### src/sv/ckbh_pkg.sv
`default_nettype none

package ckbh_pkg;

  // Sizes of the edge window and the histogram.
  localparam int MAX_EDGE_LEN = 64;
  localparam int PREFIX_BASES = 8;
  localparam int COUNT_WIDTH  = 32;
  localparam int MIN_EDGE_LEN = (PREFIX_BASES > 8) ? PREFIX_BASES : 8;

  localparam int WIN_W       = 2 * MAX_EDGE_LEN;
  localparam int SH_W        = $clog2(WIN_W + 1);
  localparam int BKT_W       = 2 * PREFIX_BASES;
  localparam int NUM_BUCKETS = 1 << BKT_W;
  localparam int LEN_W       = 7;
  localparam int SEEN_W      = $clog2(MAX_EDGE_LEN + 1);

  localparam logic [COUNT_WIDTH-1:0] COUNT_MAX = '1;

  // Depth of the queue between the two halves and of the result queue.
  localparam int Q_DEPTH = 4;
  localparam int Q_PTR_W = $clog2(Q_DEPTH);
  localparam int Q_CNT_W = $clog2(Q_DEPTH + 1);

  // Configuration port.
  localparam int PADDR_W      = 3;
  localparam int REG_IDX_W    = 1;
  localparam logic [REG_IDX_W-1:0] REG_EDGE_LEN = 1'b0;
  localparam logic [LEN_W-1:0] EDGE_LEN_RESET = 7'd32;

  // Request kinds.
  localparam logic REQ_FEED = 1'b0;
  localparam logic REQ_READ = 1'b1;

  typedef struct packed {
    logic        req_type;
    logic [1:0]  base;
    logic        read_start;
    logic [15:0] bucket_sel;
  } item_t;

  typedef struct packed {
    logic        edge_valid;
    logic        rc_chosen;
    logic [15:0] bucket;
    logic [31:0] bucket_count;
  } result_t;

  // Classified transaction handed from the front to the back.
  typedef struct packed {
    logic             req_type;
    logic             edge_valid;
    logic             rc_chosen;
    logic [BKT_W-1:0] addr;
  } work_t;

endpackage

`default_nettype wire

### src/sv/ckbh_mid_queue.sv
`default_nettype none

module ckbh_mid_queue import ckbh_pkg::*; (
  input  wire logic  clk,
  input  wire logic  rst,
  input  wire logic  push,
  input  wire work_t wr_entry,
  output logic       full,
  input  wire logic  pop,
  output work_t      rd_entry,
  output logic       empty
);

  work_t              slots [Q_DEPTH];
  logic [Q_PTR_W-1:0] wptr;
  logic [Q_PTR_W-1:0] rptr;
  logic [Q_CNT_W-1:0] count;

  assign full     = (count == Q_CNT_W'(Q_DEPTH));
  assign empty    = (count == '0);
  assign rd_entry = slots[rptr];

  // Pointer and occupancy bookkeeping.
  always_ff @(posedge clk) begin
    if (rst) begin
      wptr  <= '0;
      rptr  <= '0;
      count <= '0;
    end else begin
      if (push) begin
        wptr <= wptr + 1'b1;
      end
      if (pop) begin
        rptr <= rptr + 1'b1;
      end
      if (push && !pop) begin
        count <= count + 1'b1;
      end else if (pop && !push) begin
        count <= count - 1'b1;
      end
    end
  end

  always_ff @(posedge clk) begin
    if (push) begin
      slots[wptr] <= wr_entry;
    end
  end

endmodule

`default_nettype wire

### config.mk
export PLATFORM = sky130hd
export DESIGN_NAME = ckbh_mid_queue
export DESIGN_NICKNAME = d
export VERILOG_FILES = /design/src/sv/ckbh_pkg.sv /design/src/sv/ckbh_mid_queue.sv
export SDC_FILE = /design/constraint.sdc
export NUM_CORES = 1
export LEC_CHECK = 0
export BUFFER_PORTS_ARGS = -buffer_cell sky130_fd_sc_hd__buf_4
export CAP_MARGIN = 20
export CELL_PAD_IN_SITES_DETAIL_PLACEMENT = 0
export CELL_PAD_IN_SITES_GLOBAL_PLACEMENT = 2
export CORE_MARGIN = 2
export CORE_UTILIZATION = 43
export CTS_CLUSTER_SIZE = 20
export DETAILED_ROUTE_END_ITERATION = 10
export PLACE_DENSITY = 0.79
export SYNTH_ARGS = -nofsm -noshare
export SYNTH_HDL_FRONTEND = slang
export SYNTH_SLANG_ARGS = --single-unit
### constraint.sdc
create_clock -name clk -period 1.5 [get_ports clk]
set_input_delay 0.15 -clock clk [delete_from_list [all_inputs] [get_ports clk]]
set_output_delay 0.15 -clock clk [all_outputs]
set_load 0.1 [all_outputs]
==> results.cfg <==
[clock_tree]
ctsHtreeMaxLevel = 3
cts_buffers = 9
cts_tree = done
clock_latency_ns = 0.35
cts_sinks = 85
clk_pin_slew_ns = 0.08
max-clock-path-buffers = 2
clock_tree.root_cell = clkbuf_8

[floorplanning]
die_x_um = 90.5
core_region_area_sq_mm = 0.00725
die-height_um = 90.5
fp-row-count = 31
start_util = 0.443
top_level_ports = 44
fp.dieArea_sq_mm = 0.00818

[drt]
drt_iter0_markers = 68
vias = 1573
route.detailed.drc = 0
drtPass1Iterations = 6
route.detailed.vias_per_inst = 4.78
drt-total-wl_mm = 5.60
wl_per_cell_um = 17.0
antenna_left = 0

[timing]
slew_limit_headroom = 0.814
final.period_utilization = 1.17
setup-tns-final_ns = -4.59
finalSetupViolCount = 19
period_minus_slack_ns = 1.76
hold_violations = 0
max_slew.worst_pin.slew_ns = 0.280
finalWorstSetupSlack_ns = -0.260
rsz0062_at_grt = yes
fin_worst_skew_ns = 0.00847
max_freq_mhz = 568
timing_max_transition_violations_final = 0

[grt]
grt_pass1_vias = 1778
grt_util_all_layers = 0.151
largest_net_degree_at_the_start_of_global_routing = 20
antenna_found_initial = 0
global_route_wire_length_before_repair_mm = 9.18
globalRouteOverflowTotal = 0

[critical_path]
worst_r2r_path_depth = 4
kind_of_end_point_of_the_critical_path = primary output
timing_worst_setup_path_type = reg2out
r2r-end = count[2]
critical-path-max-stage-delay_ns = 0.55
critical_path_buf_inv_count = 2
crit-reg2reg-launch = count[1]
critical_path.top_delay_family = multiplexers
critical_path_arrival_ns = 1.61
worst-r2r-setup-slack_ns = 0.02
timing.critical_path.fanout_max = 9
cp_required_ns = 1.35
startpoint_type = flip-flop
worstPathCellList = buf_12 -> mux4_2 -> buf_12
timing.critical_path.slowest_stage_cell = mux4_2
cp_most_frequent_cell = buf_12

[worst_hold_path]
holdCritStartpoint = rst
hold_path_end = count[0]
hp-class = in2reg
hold_path_depth = 2

[synth]
synth.area.top_cells = edfxtp_1 (71%), mux4_1 (7.4%), mux4_2 (7.0%)
synthCells = 143
synth_top_family_by_area = multiplexers
synth.distinct_cells = 22
edff_count_synth = 76
post-synth-top-area-cell = edfxtp_1
synth.area.mux_share = 0.150
area_of_the_mapped_netlist_sq_mm = 0.00321
post_synth_xor_area_fraction = 0.0136
postSynthAreaPerCell_sq_um = 22.5
synth.top_cell.area_share = 0.710
post_synthesis_sequential_element_count = 85
syn_nets = 172
yosys_warnings = 0
synth_simple_gate_area_share = 0.0230
synth_seq_area_share = 0.766
compound_gate_fraction_of_synth_area = 0.00311
predominant_post_synthesis_flop_cell = edfxtp_1
ys_async_sr_fraction = 0
synth_adder_area_share = 0.0257

[place]
port-buffer-count = 43
place.gp.congestion = 0.663
placedCellCount = 294
place.detailed.hpwl_mm = 3.84

[pwr]
max-vdd-ir-drop_mv = 0.615
seqPwrFrac = 0.493
p_int_mw = 3.80
power.density_mw_per_mm2 = 1330
power.static_leakage_nw = 1.49
power.combinational.fraction = 0.257
pwr-share-clk = 0.250
switching_power_mw = 1.82
swShare = 0.324

[outcome]
outcome = finished, violations left
violations = negative setup slack

[layout]
antenna_cells = 0
final.fill_count = 550
layout.cells.most_common = edfxtp_1
post_route_cells_drive_above_1_share = 0.435
multi_input_area_sq_um = 682
most-common-layout-cells = edfxtp_1 (76), buf_4 (33), buf_6 (20)
fin_cells = 329
synthToLayoutAreaGrowth_pct = 30.9
nNetsFinal = 254
ff_latch_area_sq_mm = 0.00247

[job]
max-cap-violations = 0
## per-layer routing
metal,GRT usage,up-vias,share of wire
li1,-,741,-
met1,0.170,792,0.39
met2,0.272,31,0.56
met3,0.0459,9,0.038
met4,0.0500,0,0.012
met5,0,-,0
## cells by family (layout without fill, tap and decap cells)
| logic type | count (synthesis) | in the layout |
|---|---|---|
| adder cells (fa/ha/maj) | 6 | 6 |
| multiplexers | 21 | 21 |
| AND/OR/NAND/NOR | 15 | 15 |
| XOR/XNOR | 5 | 5 |
| flip-flops | 85 | 85 |
| AO/OA/AOI/OAI | 2 | 2 |
| buffers and inverters | 9 | 96 |
## worst max path at each step
stage               slack [ns]     endpoint  startpoint  cells past startpoint
floorplan                -0.23         full    count[1]                      1
global placement         -0.03     count[2]         pop                      8
detailed placement       -0.21     count[2]         pop                      8
CTS                      -0.29  rd_entry[5]   flip-flop                      3
global route             -0.31  rd_entry[5]   flip-flop                      3
finish                   -0.26  rd_entry[5]   flip-flop                      3
## power groups by stage
stage	Clock [mW]	Sequential, mW	Combinational [mW]
after floorplan	0	2.80	1.00
after global placement	0	2.80	1.28
after detailed placement	0	2.82	1.32
after CTS	1.45	2.77	1.45
after global routing	1.57	2.78	1.50
final	1.41	2.77	1.44
## registers in the layout, summed over array words and instances, names as in the netlist, named ones only
signal,flops
rptr,2
wptr,2
count,3
slots,76
## cell usage after synthesis (2+ instances only)
cell type / n
edfxtp_1: 76
xor2_1: 3
dfxtp_1: 9
xnor2_1: 2
mux4_2: 10
ha_1: 5
mux2i_1: 2
buf_2: 2
mux4_1: 9
nor2_1: 7
and2_1: 4
inv_1: 4
## per-stage QoR
stage	util	area, sq um	worst slack [ns]	power, mW	hold WS [ns]
6_report	0.580	4210	-0.260	5.62	0.0356
5_1_grt	0.580	4210	-0.306	5.85	0.0228
4_1_cts	0.578	4190	-0.290	5.66	0.0150
3_5_place_dp	0.515	3740	-0.209	4.13	0.353
3_3_place_gp	0.515	3740	-0.0295	4.09	0.349
2_1_floorplan	-	3200	-0.229	3.80	0.249
## repair_timing
action | 4_1_cts | 5_1_grt
hold buffers | 19 | 0
setup buffers | 0 | 0
hold endpoints to repair | 76 | 0
endpoints found under the setup margin | 20 | 36
resized for setup | 26 | 5
pin swaps | 1 | 0
## cell type report
cell class | count | area share
repair buffers | 76 | 0.177
inverters | 4 | 0.00357
flip-flops and latches | 85 | 0.587
multi-input cells | 49 | 0.162
clock buffers | 9 | 0.0294
well taps | 99 | 0.0294
clock inverters | 7 | 0.0119
Note: power is estimated with default switching activity, not from simulation.
