`src/sv/ckbh_pkg.sv`:
```
`default_nettype none

package ckbh_pkg;

  // Sizes of the edge window and the histogram.
  localparam int MAX_EDGE_LEN = 64;
  localparam int PREFIX_BASES = 8;
  localparam int COUNT_WIDTH  = 32;
  localparam int MIN_EDGE_LEN = (PREFIX_BASES > 8) ? PREFIX_BASES : 8;

  localparam int WIN_W       = 2 * MAX_EDGE_LEN;
  localparam int SH_W        = $clog2(WIN_W + 1);
  localparam int BKT_W       = 2 * PREFIX_BASES;
  localparam int NUM_BUCKETS = 1 << BKT_W;
  localparam int LEN_W       = 7;
  localparam int SEEN_W      = $clog2(MAX_EDGE_LEN + 1);

  localparam logic [COUNT_WIDTH-1:0] COUNT_MAX = '1;

  // Depth of the queue between the two halves and of the result queue.
  localparam int Q_DEPTH = 4;
  localparam int Q_PTR_W = $clog2(Q_DEPTH);
  localparam int Q_CNT_W = $clog2(Q_DEPTH + 1);

  // Configuration port.
  localparam int PADDR_W      = 3;
  localparam int REG_IDX_W    = 1;
  localparam logic [REG_IDX_W-1:0] REG_EDGE_LEN = 1'b0;
  localparam logic [LEN_W-1:0] EDGE_LEN_RESET = 7'd32;

  // Request kinds.
  localparam logic REQ_FEED = 1'b0;
  localparam logic REQ_READ = 1'b1;

  typedef struct packed {
    logic        req_type;
    logic [1:0]  base;
    logic        read_start;
    logic [15:0] bucket_sel;
  } item_t;

  typedef struct packed {
    logic        edge_valid;
    logic        rc_chosen;
    logic [15:0] bucket;
    logic [31:0] bucket_count;
  } result_t;

  // Classified transaction handed from the front to the back.
  typedef struct packed {
    logic             req_type;
    logic             edge_valid;
    logic             rc_chosen;
    logic [BKT_W-1:0] addr;
  } work_t;

endpackage

`default_nettype wire

```
`src/sv/ckbh_front.sv`:
```
`default_nettype none

module ckbh_front import ckbh_pkg::*; (
  input  wire logic             clk,
  input  wire logic             rst,
  input  wire logic             push,
  input  wire item_t            item,
  output logic                  full,
  input  wire logic [LEN_W-1:0] len_eff,
  input  wire logic             clearing,
  output logic                  q_push,
  output work_t                 q_entry,
  input  wire logic             q_full
);

  logic [WIN_W-1:0]  fwd_win;
  logic [WIN_W-1:0]  rc_win;
  logic [SEEN_W-1:0] bases_seen;

  logic [WIN_W-1:0]  fwd_next;
  logic [WIN_W-1:0]  rc_next;
  logic [SEEN_W-1:0] seen_base;
  logic [SEEN_W-1:0] seen_next;
  logic [SH_W-1:0]   span;
  logic [SH_W-1:0]   sh;
  logic              accept;
  logic              advance;

  // Stage register between acceptance and classification.
  logic              s1_valid;
  logic              s1_req;
  logic              s1_full;
  logic [BKT_W-1:0]  s1_sel;
  logic [WIN_W-1:0]  s1_fwd;
  logic [WIN_W-1:0]  s1_rc;

  logic              use_rc;

  assign advance = !s1_valid || !q_full;
  assign full    = clearing || !advance;
  assign accept  = push && !full;

  // Shift the new base into both strands; the complement of a 2-bit code is its inverse.
  always_comb begin
    fwd_next  = {fwd_win[WIN_W-3:0], item.base};
    rc_next   = {~item.base, rc_win[WIN_W-1:2]};
    seen_base = item.read_start ? '0 : bases_seen;
    seen_next = (seen_base < SEEN_W'(MAX_EDGE_LEN)) ? seen_base + 1'b1 : seen_base;
    span      = {len_eff, 1'b0};
    sh        = SH_W'(WIN_W) - span;
  end

  // Window state is updated only by feed transactions.
  always_ff @(posedge clk) begin
    if (rst) begin
      fwd_win    <= '0;
      rc_win     <= '0;
      bases_seen <= '0;
    end else if (accept && item.req_type == REQ_FEED) begin
      fwd_win    <= fwd_next;
      rc_win     <= rc_next;
      bases_seen <= seen_next;
    end
  end

  // Capture the edge left-aligned on both strands, with the bases beyond it cleared.
  always_ff @(posedge clk) begin
    if (rst) begin
      s1_valid <= 1'b0;
    end else if (advance) begin
      s1_valid <= accept;
    end
  end

  always_ff @(posedge clk) begin
    if (advance && accept) begin
      s1_req  <= item.req_type;
      s1_full <= (seen_next >= SEEN_W'(len_eff));
      s1_sel  <= item.bucket_sel[BKT_W-1:0];
      s1_fwd  <= fwd_next << sh;
      s1_rc   <= rc_next & ~({WIN_W{1'b1}} >> span);
    end
  end

  // Pick the canonical strand; ties go to the forward strand.
  assign use_rc = s1_rc < s1_fwd;

  always_comb begin
    q_push = s1_valid && !q_full;
    q_entry.req_type   = s1_req;
    q_entry.edge_valid = (s1_req == REQ_FEED) && s1_full;
    q_entry.rc_chosen  = (s1_req == REQ_FEED) && s1_full && use_rc;
    if (s1_req == REQ_READ) begin
      q_entry.addr = s1_sel;
    end else if (use_rc) begin
      q_entry.addr = s1_rc[WIN_W-1 -: BKT_W];
    end else begin
      q_entry.addr = s1_fwd[WIN_W-1 -: BKT_W];
    end
  end

endmodule

`default_nettype wire

```
`config.mk`:
```
export PLATFORM = sky130hd
export DESIGN_NAME = ckbh_front
export DESIGN_NICKNAME = d
export VERILOG_FILES = /design/src/sv/ckbh_pkg.sv /design/src/sv/ckbh_front.sv
export SDC_FILE = /design/constraint.sdc
export NUM_CORES = 2
export LEC_CHECK = 0
export BUFFER_PORTS_ARGS = -buffer_cell sky130_fd_sc_hd__buf_2
export CAP_MARGIN = 20
export CORE_MARGIN = 2
export CORE_UTILIZATION = 48
export DETAILED_ROUTE_END_ITERATION = 12
export GPL_TIMING_DRIVEN = 0
export HOLD_SLACK_MARGIN = 0.1
export PLACE_DENSITY = 0.66
export SYNTH_ARGS = -nofsm -noshare
export SYNTH_HDL_FRONTEND = slang
export SYNTH_SLANG_ARGS = --single-unit
```
`constraint.sdc`:
```
create_clock -name clk -period 6.9 [get_ports clk]
set_input_delay 0.345 -clock clk [delete_from_list [all_inputs] [get_ports clk]]
set_output_delay 0.345 -clock clk [all_outputs]
set_load 0.005 [all_outputs]
```
==> metrics.txt <==
critical path's top delay family compound AO/OA/AOI/OAI gates; Die Y 254 um; Synth-to-Final Area Change 11.6%; kind of end point of the critical path output port; Cell Area, Synth 0.0301 sq mm; min cycle time layout 4500 ps; max incr delay on CP 590 ps; Fmax 222 MHz; synthesized instance count 3,239; Clock Path Buffers 3; relative slew slack 0.242; via count 25.4k; Clk Latency, worst-skew pair 650 ps; Reg2Reg Depth 7; Worst-Margin Slew 1140 ps; layout cell share with drive strength beyond 1 0.0989; Worst EP arrival 4160 ps; Clock transition at path regs 60 ps; Port-buffer cells 47; CP bufs+invs 3; DR iter-0 viols 3,258; number of synthesized flops with an enable pin 274; Fill cells 5,676; Worst Setup Start Kind flip-flop; min-delay worst type in2reg; core footprint 0.0618 sq mm; Slowest cell on crit path a211oi_4; Routed WL 105,000 um; post-synth net total 3,410; RSZ-0062 raised after global routing false; Worst Hold Depth 3; critical path type reg2out; commonest cells after routing, fill and taps aside 666 x nand2_1, 423 x a21oi_1, 274 x edfxtp_1; most common cell after layout, fill and taps aside nand2_1; DP Area 0.0314 sq mm; Crit path required time 6550 ps; Final HPWL DP 82,400 um; Die Footprint 0.0647 sq mm; first-pass GRT wire length 154,000 um; Synth Warn # 0; Final Max Slew Viols 0; share of async-settable or async-resettable flops after synthesis 0; Setup Viol. Count Final 0; count of different cell masters after synthesis 60; number of max-cap violations 0; TritonCTS clock tree built; Final GP Congestion 1.04; Post-Route Utilization 0.543; clk sinks 534; antenna violations before repair 0; total gr overflow 0; Setup Skew 43.2 ps; FF+latch count, synth 534; WL/cell 24.7 um; Worst IR Drop VDD 0.183 mV; final worst-path cycle share 0.652; post-route ant nets 0; drc violations 0; # rows 91; root buffer cell clkbuf_16; NumNets Final 3,540; leakage power 12.4 nW; DIE WIDTH 254 um; Num CTS Buffers 57; setup_tns 0 ps; IO Count 53; Main synth FF type edfxtp_1; final hold vios 0; power per cell area 226 mW/mm^2; Starting Density 0.486; final hold slack 181 ps; vias per std cell 5.97; htree depth 2; vias in the first global route 23.8k; Finished Cell Area 0.0336 sq mm; status finished clean; worst-path cell chain inv_1 > ha_1 > nand4_1 > and4bb_1 > nand4_1 > a211oi_1 > a21oi_1 > a211oi_4 > buf_2 > nor4_1 > a211o_1 > buf_2; sequential fraction of the synthesis area 0.447; drt pass-1 iters 7; Total GRT Usage 0.325; Syn Area/Cell 9.28 sq um; largest net degree at the start of global routing 131; peak fanout along the critical path 10; Levels on crit path 12
==> logic make-up (layout without fill, tap and decap cells) <==
logic type	count (synthesis)	after routing	synth area share
AND/OR/NAND/NOR	1177	1177	0.172
AO/OA/AOI/OAI	754	754	0.144
flip-flops	534	534	0.447
buffers and inverters	370	549	0.0493
multiplexers	255	255	0.127
adder cells (fa/ha/maj)	139	139	0.0578
XOR/XNOR	10	10	0.00316
other	0	1	0
==> final timing paths <==
kind	slack, ps	to	start
max	2400	q_entry[6]	s1_fwd[57]
min	180	s1_valid	push
max reg2reg	3650	fwd_win[3]	s1_valid
min reg2reg	450	rc_win[3]	rc_win[3]
==> metal layers <==
layer	global-route usage	vias to the layer above	share of wire
met3	0.0537	241	0.085
li1	-	11736	-
met1	0.465	12171	0.44
met2	0.490	1241	0.43
met4	0.132	0	0.044
met5	0	-	0
==> sequential cells by signal (all words and copies together) (netlist names) <==
register,cells
s1_full,1
s1_sel,16
s1_req,1
s1_valid,1
s1_fwd,128
fwd_win,126
bases_seen,7
s1_rc,128
rc_win,126
==> timing repair <==
item                                    in CTS  in global routing
resized for setup                            0                  0
endpoints found under the setup margin       0                  0
hold endpoints to repair                    20                  0
setup buffers                                0                  0
hold buffers                                20                  0
==> cell type report <==
class	count	area [sq um]	area share
multi-input cells	2335	15200	0.452
well taps	837	1050	0.0312
clock inverters	23	219	0.00653
plain buffers	230	956	0.0285
inverters	140	533	0.0159
diodes	1	2.50	0.0000746
clock buffers	85	1690	0.0504
repair buffers	71	517	0.0154
flip-flops and latches	534	13400	0.400
==> synthesized netlist by cell type (26+ instances only) <==
cell      count  share of area
clkbuf_1    173          0.022
mux2i_1     122          0.041
o22ai_1      37         0.0077
mux4_2       97          0.073
and2_1       72          0.015
ha_1        139          0.058
edfxtp_1    274           0.27
o21ai_0      96          0.016
a211oi_1     60          0.015
nand2_1     666          0.083
a21oi_1     423          0.070
mux2_2       36          0.013
a22oi_1      29         0.0072
inv_1       136          0.017
buf_2        32         0.0053
nor3_1       37         0.0062
nor2b_1      80          0.017
nor2_1      213          0.027
a21o_1       26         0.0065
dfxtp_1     260           0.17
==> where the power goes <==
part / switching [W] / internal [W]
registers: 0.0000320 / 0.00342
logic: 0.000735 / 0.000301
clock network: 0.00131 / 0.00178
==> stage by stage <==
step / setup WS [ps] / total power, W / instances
after detailed placement: 2220 / 0.00451 / 4126
after global routing: 2220 / 0.00782 / 4255
after CTS: 2390 / 0.00760 / 4254
after floorplan: 362 / 0.00415 / 3239
after global placement: -2110 / 0.00453 / 4123
final: 2400 / 0.00758 / 4256
==> tightest hold or removal path, delay by kind of cell <==
| family | cells | cell delay, ps |
|---|---|---|
| AO/OA/AOI/OAI | 1 | 180 |
| buffers and inverters | 1 | 70 |
| AND/OR/NAND/NOR | 1 | 160 |
(Power assumes the default switching activity.)
